## src/design/ahc_pkg.sv

```systemverilog
package ahc_pkg;

	// Fixed field widths of the request and result words.
	localparam int KEY_W   = 64;
	localparam int DATA_W  = 64;
	localparam int TIME_W  = 32;
	localparam int SLOT_W  = 4;
	localparam int COUNT_W = 5;

	// Configuration port.
	localparam int APB_DATA_W = 32;
	localparam int APB_ADDR_W = 3;
	localparam int REG_IDX_LSB = 2;
	localparam logic REG_LIFETIME = 1'b0;
	localparam logic [TIME_W-1:0] LIFETIME_RESET = 32'd3600;

	// Request operations.
	typedef enum logic [1:0] {
		OP_TICK       = 2'd0,
		OP_LOOKUP     = 2'd1,
		OP_INSERT     = 2'd2,
		OP_INVALIDATE = 2'd3
	} opcode_t;

	// Controller states.
	typedef enum logic [2:0] {
		ST_IDLE,
		ST_EXEC,
		ST_SCAN,
		ST_DRAIN,
		ST_DONE
	} state_t;

	// One cache entry as held in the entry memory.
	typedef struct packed {
		logic [KEY_W-1:0]  object_key;
		logic [KEY_W-1:0]  acl_key;
		logic [DATA_W-1:0] acl_data;
		logic [TIME_W-1:0] expiry;
	} entry_t;

	localparam int ENTRY_W = $bits(entry_t);

	// Commands from the controller to the datapath.
	typedef struct packed {
		logic accept;
		logic exec;
		logic scan_issue;
	} dp_cmd_t;

	// Status from the datapath to the controller.
	typedef struct packed {
		logic scan_last;
	} dp_sts_t;

endpackage

```

## src/design/acl_handle_cache.sv

```systemverilog
// Channel   | Handshake           | Fields
// ----------+---------------------+-----------------------------------------------
// request   | start, busy         | opcode, object_key, acl_key, acl_data, entry_good
// result    | done (strobe)       | hit, slot, found_acl_key, found_acl_data, removed_count
// config    | psel/penable/pready | paddr, pwrite, pwdata, prdata (lifetime_ticks at 0)
//
// A request word is taken when start is high and busy is low; one word is in work at a time.
// A tick or an insert passes the execute state and shows its result in the done state;
// a lookup or invalidate reads one entry per cycle from the entry memory in the scan state,
// then the drain state and the done state. Busy falls when the controller is back in idle.
// Reset clears the clock, the slot pointer and every valid bit at once; no clearing pass.
// The result strobe lasts one cycle and the receiver cannot stall it.
module acl_handle_cache
	import ahc_pkg::*;
#(
	parameter int CACHE_DEPTH = 16
) (
	input  logic                  clk,
	input  logic                  arst_n,
	input  logic                  start,
	output logic                  busy,
	input  logic [1:0]            opcode,
	input  logic [KEY_W-1:0]      object_key,
	input  logic [KEY_W-1:0]      acl_key,
	input  logic [DATA_W-1:0]     acl_data,
	input  logic                  entry_good,
	output logic                  done,
	output logic                  hit,
	output logic [SLOT_W-1:0]     slot,
	output logic [KEY_W-1:0]      found_acl_key,
	output logic [DATA_W-1:0]     found_acl_data,
	output logic [COUNT_W-1:0]    removed_count,
	input  logic                  psel,
	input  logic                  penable,
	input  logic                  pwrite,
	input  logic [APB_ADDR_W-1:0] paddr,
	input  logic [APB_DATA_W-1:0] pwdata,
	output logic [APB_DATA_W-1:0] prdata,
	output logic                  pready
);

	logic [TIME_W-1:0] lifetime_q;
	logic              reg_sel;
	dp_cmd_t           cmd;
	dp_sts_t           sts;

	// Register decode: one 32-bit register at byte address zero.
	assign reg_sel = (paddr[REG_IDX_LSB] == REG_LIFETIME);
	assign pready  = 1'b1;
	assign prdata  = reg_sel ? lifetime_q : '0;

	// Lifetime register, written in the access cycle of a write.
	always_ff @(posedge clk or negedge arst_n) begin
		if (!arst_n) begin
			lifetime_q <= LIFETIME_RESET;
		end else if (psel && penable && pwrite && pready && reg_sel) begin
			lifetime_q <= pwdata;
		end
	end

	ahc_ctrl u_ctrl (
		.clk   (clk),
		.arst_n(arst_n),
		.start (start),
		.opcode(opcode),
		.sts   (sts),
		.cmd   (cmd),
		.busy  (busy),
		.done  (done)
	);

	ahc_dp #(
		.CACHE_DEPTH(CACHE_DEPTH)
	) u_dp (
		.clk           (clk),
		.arst_n        (arst_n),
		.cmd           (cmd),
		.sts           (sts),
		.lifetime      (lifetime_q),
		.opcode        (opcode),
		.object_key    (object_key),
		.acl_key       (acl_key),
		.acl_data      (acl_data),
		.entry_good    (entry_good),
		.hit           (hit),
		.slot          (slot),
		.found_acl_key (found_acl_key),
		.found_acl_data(found_acl_data),
		.removed_count (removed_count)
	);

endmodule

```

## src/design/ahc_ram.sv

```systemverilog
module ahc_ram #(
	parameter int WIDTH = 8,
	parameter int DEPTH = 16
) (
	input  logic                     clk,
	input  logic                     we,
	input  logic [$clog2(DEPTH)-1:0] waddr,
	input  logic [WIDTH-1:0]         wdata,
	input  logic                     re,
	input  logic [$clog2(DEPTH)-1:0] raddr,
	output logic [WIDTH-1:0]         rdata
);

	logic [WIDTH-1:0] mem_q [DEPTH];

	// Single write port, single registered read port.
	always_ff @(posedge clk) begin
		if (we) begin
			mem_q[waddr] <= wdata;
		end
		if (re) begin
			rdata <= mem_q[raddr];
		end
	end

endmodule

```

## src/design/ahc_ctrl.sv

```systemverilog
module ahc_ctrl
	import ahc_pkg::*;
(
	input  logic       clk,
	input  logic       arst_n,
	input  logic       start,
	input  logic [1:0] opcode,
	input  dp_sts_t    sts,
	output dp_cmd_t    cmd,
	output logic       busy,
	output logic       done
);

	state_t state_q;
	state_t state_d;
	opcode_t op_in;

	assign op_in = opcode_t'(opcode);

	// State register.
	always_ff @(posedge clk or negedge arst_n) begin
		if (!arst_n) begin
			state_q <= ST_IDLE;
		end else begin
			state_q <= state_d;
		end
	end

	// Next state: ticks and inserts take the execute state, the others scan every entry.
	always_comb begin
		state_d = state_q;
		unique case (state_q)
			ST_IDLE: begin
				if (start) begin
					if (op_in == OP_TICK || op_in == OP_INSERT) begin
						state_d = ST_EXEC;
					end else begin
						state_d = ST_SCAN;
					end
				end
			end
			ST_EXEC: begin
				state_d = ST_DONE;
			end
			ST_SCAN: begin
				if (sts.scan_last) begin
					state_d = ST_DRAIN;
				end
			end
			ST_DRAIN: begin
				state_d = ST_DONE;
			end
			ST_DONE: begin
				state_d = ST_IDLE;
			end
			default: begin
				state_d = ST_IDLE;
			end
		endcase
	end

	// Outputs decoded from the state.
	always_comb begin
		cmd.accept     = (state_q == ST_IDLE) && start;
		cmd.exec       = (state_q == ST_EXEC);
		cmd.scan_issue = (state_q == ST_SCAN);
		busy           = (state_q != ST_IDLE);
		done           = (state_q == ST_DONE);
	end

`ifndef SYNTHESIS
	a_done_single: assert property (@(posedge clk) disable iff (!arst_n)
		done |=> !done)
		else $error("result strobe held for more than one cycle");

	a_accept_busy: assert property (@(posedge clk) disable iff (!arst_n)
		cmd.accept |=> busy && !done)
		else $error("accepted word did not make the block busy");

	a_scan_continues: assert property (@(posedge clk) disable iff (!arst_n)
		(state_q == ST_SCAN && !sts.scan_last) |=> (state_q == ST_SCAN))
		else $error("scan left before the last entry was read");

	a_scan_drains: assert property (@(posedge clk) disable iff (!arst_n)
		(state_q == ST_SCAN && sts.scan_last) |=> ##1 done)
		else $error("result not presented after the scan drained");
`endif

endmodule

```

## src/design/ahc_dp.sv

```systemverilog
module ahc_dp
	import ahc_pkg::*;
#(
	parameter int CACHE_DEPTH = 16
) (
	input  logic               clk,
	input  logic               arst_n,
	input  dp_cmd_t            cmd,
	output dp_sts_t            sts,
	input  logic [TIME_W-1:0]  lifetime,
	input  logic [1:0]         opcode,
	input  logic [KEY_W-1:0]   object_key,
	input  logic [KEY_W-1:0]   acl_key,
	input  logic [DATA_W-1:0]  acl_data,
	input  logic               entry_good,
	output logic               hit,
	output logic [SLOT_W-1:0]  slot,
	output logic [KEY_W-1:0]   found_acl_key,
	output logic [DATA_W-1:0]  found_acl_data,
	output logic [COUNT_W-1:0] removed_count
);

	localparam int IDX_W = $clog2(CACHE_DEPTH);
	localparam logic [IDX_W-1:0] LAST_IDX = IDX_W'(CACHE_DEPTH - 1);

	// Latched request word.
	opcode_t           op_q;
	logic [KEY_W-1:0]  okey_q;
	logic [KEY_W-1:0]  akey_q;
	logic [DATA_W-1:0] adata_q;
	logic              good_q;

	// Cache state held in flip-flops.
	logic [TIME_W-1:0]      clock_q;
	logic [IDX_W-1:0]       next_slot_q;
	logic [CACHE_DEPTH-1:0] valid_q;

	// Scan pointer and the compare stage behind the memory read.
	logic [IDX_W-1:0] scan_idx_q;
	logic             cmp_vld_s1;
	logic [IDX_W-1:0] cmp_idx_s1;

	// Result registers.
	logic               hit_q;
	logic [SLOT_W-1:0]  slot_q;
	logic [KEY_W-1:0]   fkey_q;
	logic [DATA_W-1:0]  fdata_q;
	logic [COUNT_W-1:0] removed_q;

	// Memory access and compare terms.
	entry_t                  wr_entry;
	logic [ENTRY_W-1:0]      rd_word;
	entry_t                  rd_entry;
	logic [IDX_W-1:0]        ins_idx;
	logic                    ins_we;
	logic [TIME_W-1:0]       remain;
	logic                    live;
	logic                    okey_eq;
	logic                    akey_eq;
	logic [IDX_W+SLOT_W-1:0] cmp_idx_ext;
	logic [IDX_W+SLOT_W-1:0] ins_idx_ext;
	logic [IDX_W+SLOT_W-1:0] ptr_idx_ext;

	// Round-robin pointer advances before the write.
	assign ins_idx = (next_slot_q == LAST_IDX) ? '0 : next_slot_q + 1'b1;
	assign ins_we  = cmd.exec && (op_q == OP_INSERT) && good_q;

	always_comb begin
		wr_entry.object_key = okey_q;
		wr_entry.acl_key    = akey_q;
		wr_entry.acl_data   = adata_q;
		wr_entry.expiry     = clock_q + lifetime;
	end

	ahc_ram #(
		.WIDTH(ENTRY_W),
		.DEPTH(CACHE_DEPTH)
	) u_entry_ram (
		.clk  (clk),
		.we   (ins_we),
		.waddr(ins_idx),
		.wdata(wr_entry),
		.re   (cmd.scan_issue),
		.raddr(scan_idx_q),
		.rdata(rd_word)
	);

	assign rd_entry = entry_t'(rd_word);

	// An entry is live while its remaining time lies in one to the current lifetime.
	assign remain  = rd_entry.expiry - clock_q;
	assign live    = valid_q[cmp_idx_s1] && (remain != '0) && (remain <= lifetime);
	assign okey_eq = (rd_entry.object_key == okey_q);
	assign akey_eq = (rd_entry.acl_key == akey_q);

	// Slot numbers keep their low four bits.
	assign cmp_idx_ext = {{SLOT_W{1'b0}}, cmp_idx_s1};
	assign ins_idx_ext = {{SLOT_W{1'b0}}, ins_idx};
	assign ptr_idx_ext = {{SLOT_W{1'b0}}, next_slot_q};

	// Request latch.
	always_ff @(posedge clk) begin
		if (cmd.accept) begin
			op_q    <= opcode_t'(opcode);
			okey_q  <= object_key;
			akey_q  <= acl_key;
			adata_q <= acl_data;
			good_q  <= entry_good;
		end
	end

	// Clock, pointer, valid bits and scan control.
	always_ff @(posedge clk or negedge arst_n) begin
		if (!arst_n) begin
			clock_q     <= '0;
			next_slot_q <= '0;
			valid_q     <= '0;
			scan_idx_q  <= '0;
			cmp_vld_s1  <= 1'b0;
		end else begin
			cmp_vld_s1 <= cmd.scan_issue;
			if (cmd.accept) begin
				scan_idx_q <= '0;
			end else if (cmd.scan_issue) begin
				scan_idx_q <= scan_idx_q + 1'b1;
			end
			if (cmd.exec && op_q == OP_TICK) begin
				clock_q <= clock_q + 1'b1;
			end
			if (ins_we) begin
				next_slot_q      <= ins_idx;
				valid_q[ins_idx] <= 1'b1;
			end
			if (cmp_vld_s1 && op_q == OP_INVALIDATE && live && (okey_eq || akey_eq)) begin
				valid_q[cmp_idx_s1] <= 1'b0;
			end
		end
	end

	// Compare stage index and result registers.
	always_ff @(posedge clk) begin
		cmp_idx_s1 <= scan_idx_q;
		if (cmd.accept) begin
			hit_q     <= 1'b0;
			slot_q    <= '0;
			fkey_q    <= '0;
			fdata_q   <= '0;
			removed_q <= '0;
		end else if (cmd.exec && op_q == OP_INSERT) begin
			slot_q <= good_q ? ins_idx_ext[SLOT_W-1:0] : ptr_idx_ext[SLOT_W-1:0];
		end else if (cmp_vld_s1) begin
			// The first live match of a lookup wins; later ones are ignored.
			if (op_q == OP_LOOKUP && live && okey_eq && !hit_q) begin
				hit_q   <= 1'b1;
				slot_q  <= cmp_idx_ext[SLOT_W-1:0];
				fkey_q  <= rd_entry.acl_key;
				fdata_q <= rd_entry.acl_data;
			end
			if (op_q == OP_INVALIDATE && live && (okey_eq || akey_eq)) begin
				removed_q <= removed_q + 1'b1;
			end
		end
	end

	assign sts.scan_last = (scan_idx_q == LAST_IDX);

	assign hit            = hit_q;
	assign slot           = slot_q;
	assign found_acl_key  = fkey_q;
	assign found_acl_data = fdata_q;
	assign removed_count  = removed_q;

`ifndef SYNTHESIS
	a_no_exec_during_scan: assert property (@(posedge clk) disable iff (!arst_n)
		cmd.exec |-> !cmp_vld_s1)
		else $error("entry compare in flight during a tick or insert");

	a_insert_sets_valid: assert property (@(posedge clk) disable iff (!arst_n)
		ins_we |=> (valid_q[next_slot_q] && next_slot_q != $past(next_slot_q)))
		else $error("insert did not advance the pointer and mark its slot");

	a_tick_advances_clock: assert property (@(posedge clk) disable iff (!arst_n)
		(cmd.exec && op_q == OP_TICK) |=> (clock_q == $past(clock_q) + 1'b1))
		else $error("tick did not advance the clock by one");
`endif

endmodule
```

## config.mk

```make
export PLATFORM = sky130hd
export DESIGN_NAME = acl_handle_cache
export DESIGN_NICKNAME = d
export VERILOG_FILES = /design/src/design/ahc_pkg.sv /design/src/design/acl_handle_cache.sv /design/src/design/ahc_ram.sv /design/src/design/ahc_ctrl.sv /design/src/design/ahc_dp.sv
export SDC_FILE = /design/constraint.sdc
export NUM_CORES = 2
export LEC_CHECK = 0
export BUFFER_PORTS_ARGS = -buffer_cell sky130_fd_sc_hd__buf_2
export CORE_MARGIN = 10
export CORE_UTILIZATION = 30
export CTS_BUF_LIST = sky130_fd_sc_hd__clkbuf_8
export DETAILED_ROUTE_END_ITERATION = 12
export SLEW_MARGIN = 20
export SYNTH_ARGS = -nofsm -noshare
export SYNTH_HDL_FRONTEND = slang
export SYNTH_SLANG_ARGS = --single-unit
```

## constraint.sdc

```tcl
create_clock -name clk -period 18.6 [get_ports clk]
set_clock_uncertainty 0.1 [all_clocks]
set_input_delay 4.65 -clock clk [delete_from_list [all_inputs] [get_ports clk]]
set_output_delay 4.65 -clock clk [all_outputs]
set_load 0.05 [all_outputs]
```

==> key figures <==
Routing
  • Vias per inst: 4.86
  • Routed vias: 76,436
  • Final wirelength: 409,000 um
  • DRT iter0 DRCs: 7,504
  • DRC: 0
  • Post-route ant nets: 0
  • DRT Pass-1 Iters: 6
  • Drt wl/cell: 26.0 um

Clock network
  • Setup Buffers After CTS: 0
  • CTS Buffer Depth: 4
  • Post-CTS Resized: 0
  • Total CTS buffers: 691
  • Root buffer cell: clkbuf_8
  • Clock transition at the registers of the reported paths: 0.06 ns
  • Hold buffer count at CTS: 0
  • Worst-Skew Late Latency: between 1 and 1.5 ns
  • TritonCTS clock tree: built
  • CTS HTree Levels: 6
  • CTS Sinks: 4,237

Setup path
  • Top cell by count, worst path: buf_2
  • Worst Path Buf+Inv: 2
  • Crit path largest cell delay: about 0.47 ns
  • Critical Path Source Type: input pin
  • Worst Path Required: 13.85 ns
  • Slowest cell on the critical path: buf_2
  • Crit-path max FO: 33
  • Critical path type: in2out
  • Arrival @ worst endpoint: roughly 5.5 ns
  • CP Cell Sequence: buf_2, nor2_1, buf_2
  • R2R Setup Slk: between 10 and 15 ns
  • CP delay by family, top: buffers and inverters
  • Worst Setup End Kind: output port

Logic synthesis
  • Mean Syn Cell Area: ~23 um^2
  • Mapped Area: 162,000 um^2
  • FF+latch count, synth: 4,237
  • EDFF count, synth: 4,003
  • Compound-Gate Fraction of Synth Area: 1.09%
  • Synth unique cells: 82
  • Asr flop ratio synth: 2.17%
  • Area share of xor/xnor cells in the synthesized design: around 1.2%
  • Post-Synth Adder-Cell Area: 0.815%
  • Main flop type after synthesis: edfxtp_1
  • Largest family of logic cells by synthesized area: multiplexers
  • Syn Inst Count: 7,065
  • Synth Warn #: 0
  • Seq/Total Area, Yosys: 77.6%
  • Synth Area in Simple Gates: 1.62%
  • Syn Nets: 7,405
  • Mux cell area share after synthesis: roughly 17%

Global routing
  • GR Util All Layers: 13.9%
  • Largest net degree at the start of global routing: 150
  • Global-route wire length before repair: 587,000 um
  • Via count of the first global-routing pass: about 81,000
  • Gr ovfl total: 0
  • Antenna violations before repair: 40

STA
  • Final hold slack: approximately 0.35 ns
  • Final hold vios: 0
  • Share of the clock period used by the worst path after layout: 55.1%
  • Slew margin rel.: 17.1%
  • Max-slew violations: 0
  • Final setup fails: 0
  • Min cycle time layout: 10.24 ns
  • Final setup TNS: 0 ns
  • Post-route worst setup slack: 8.36 ns
  • Max Fclk: 97.7 MHz
  • Slew @ Worst Pin: 1.24 ns
  • Unrepaired setup endpoints after global routing: false

Floorplanning
  • Die height: ~750 um
  • Die Area: 568,000 um^2
  • I/O pin total: 409
  • Rows: 269
  • Core area: 537,000 um^2
  • Initial Utilization: 30.1%
  • Die width: 754 um

Finish
  • Proportion of layout cells with a drive suffix above 1: 31.0%
  • Non-filler cells in the finished layout: about 16,000
  • Most common cell after layout, fill and taps aside: edfxtp_1
  • Nets: 8,317
  • Fillers: 49,338
  • Most frequent cells in the layout: edfxtp_1, mux4_2, clkbuf_8
  • Syn-to-layout area delta: 15.6%

Run
  • Max-cap violations: 0

Place
  • Placed cells: 14,464
  • DP Wirelength: 210,000 um
  • RePlAce Congestion: around 0.76
  • Placement Setup Slack: 8.33 ns
  • Port-buffer cells: ~410

Min path
  • Worst min-delay path category: reg2reg

Power
  • P per Cell Area: 134 nW/um^2
  • Peak supply drop: roughly 110 uV
  • P_leak: around 60 nW

Run status
  • Status: completed
worst reg2reg max path: cells and delay by family, from the launching register on:
family,cells,cell delay (ns)
DFF,1,0.44
adders and majority gates,3,0.95
buffers and inverters,3,1.96
and+or+nand+nor,8,1.73
AOI/OAI and AO/OA,7,2.33
xor gates and xnor gates,1,0.11
muxes,1,0.36
report_power, final:
| part | switching, W | total (W) | leakage [nW] | internal [W] |
|---|---|---|---|---|
| Sequential | 0.000618 | 0.0120 | 38.5 | 0.0114 |
| Clock | 0.00386 | 0.00790 | 7.87 | 0.00405 |
| Combinational | 0.00267 | 0.00523 | 12.9 | 0.00256 |
| Total | 0.00715 | 0.0251 | 59.3 | 0.0180 |
cell type report:
cell class	count	area (um^2)	share of cell area (%)
timing repair buffer	534	3430	1.84
clock inverter	542	3700	1.98
multi-input combinational	2426	35000	18.7
inverter	87	327	0.175
clock buffer	722	9940	5.32
tap	7181	8980	4.81
sequential	4237	125000	67.1
antenna	13	32.5	0.0174
registers in the layout, summed over array words and instances, names as in the netlist, 2 cells and up:
register and cells:
u_dp.cmp_idx_s1 4, u_dp.u_entry_ram.mem_q 3584, u_dp.removed_count 5, u_dp.akey_q 64, u_dp.found_acl_data 64, lifetime_q 32, u_dp.u_entry_ram.rdata 224, u_dp.okey_q 64
u_ctrl.state_q 3, u_dp.slot 4, u_dp.found_acl_key 64, u_dp.scan_idx_q 4, u_dp.adata_q 64, u_dp.clock_q 32, u_dp.valid_q 16, u_dp.op_q 2
u_dp.next_slot_q 4
cell families (layout without fill, tap and decap cells):
group | Yosys count | count (layout)
fa+ha+maj | 104 | 104
buf+inv | 402 | 1885
flops | 4237 | 4237
mux | 1294 | 1294
compound gates | 257 | 257
simple gates | 553 | 553
other cells | 1 | 14
xor+xnor | 217 | 217
per-stage QoR:
stage	utilization, %	power, W	cell area (um^2)
floorplan	-	0.0159	162000
global placement	32.2	0.0174	173000
detailed placement	32.2	0.0175	173000
CTS	34.8	0.0254	187000
global route	34.8	0.0262	187000
finish	34.8	0.0251	187000
cells in the mapped netlist (20+ instances only):
library cell  count  share of area (%)
ha_1            102               0.79
edfxtp_1       4003                 74
dfxtp_1         142                1.8
nand4_1          52               0.20
a21oi_1          60               0.19
xor2_1           20               0.11
nand2_1          66               0.15
mux2_2           35               0.24
buf_1            43               0.10
inv_1            87               0.20
a21o_1           38               0.18
nor3_1           29              0.090
xnor2_1         197                1.1
a31oi_1          28               0.11
clkbuf_1        253               0.59
mux4_2         1125                 16
nand3_1          30              0.093
o21ai_0          36               0.11
nor2b_1          22              0.085
mux2i_1         133               0.82
dfrtp_1          88                1.4
nor2_1          269               0.62
routing by layer:
metal	vias up	GRT usage, %	part of all wire (%)
met5	-	0	0.014
met4	8	3.99	2.5
met3	633	2.56	6.7
met2	2918	23.3	50
met1	41226	18.5	41
li1	31651	-	-
path summary, 6_finish.rpt:
kind / startpoint / to / depth (start not counted)
setup / recovery: paddr[2] / prdata[12] / 3
hold / removal: u_dp.u_entry_ram.rdata[90] / u_dp.found_acl_data[58] / 2
setup reg to reg: u_dp.clock_q[0] / u_dp.found_acl_key[17] / 23
hold reg to reg: u_dp.u_entry_ram.rdata[90] / u_dp.found_acl_data[58] / 2
max in group asynchronous: arst_n / u_dp.scan_idx_q[0] / 2
min in group asynchronous: arst_n / lifetime_q[15] / 1
No activity file was read; power rests on OpenSTA's default activity.
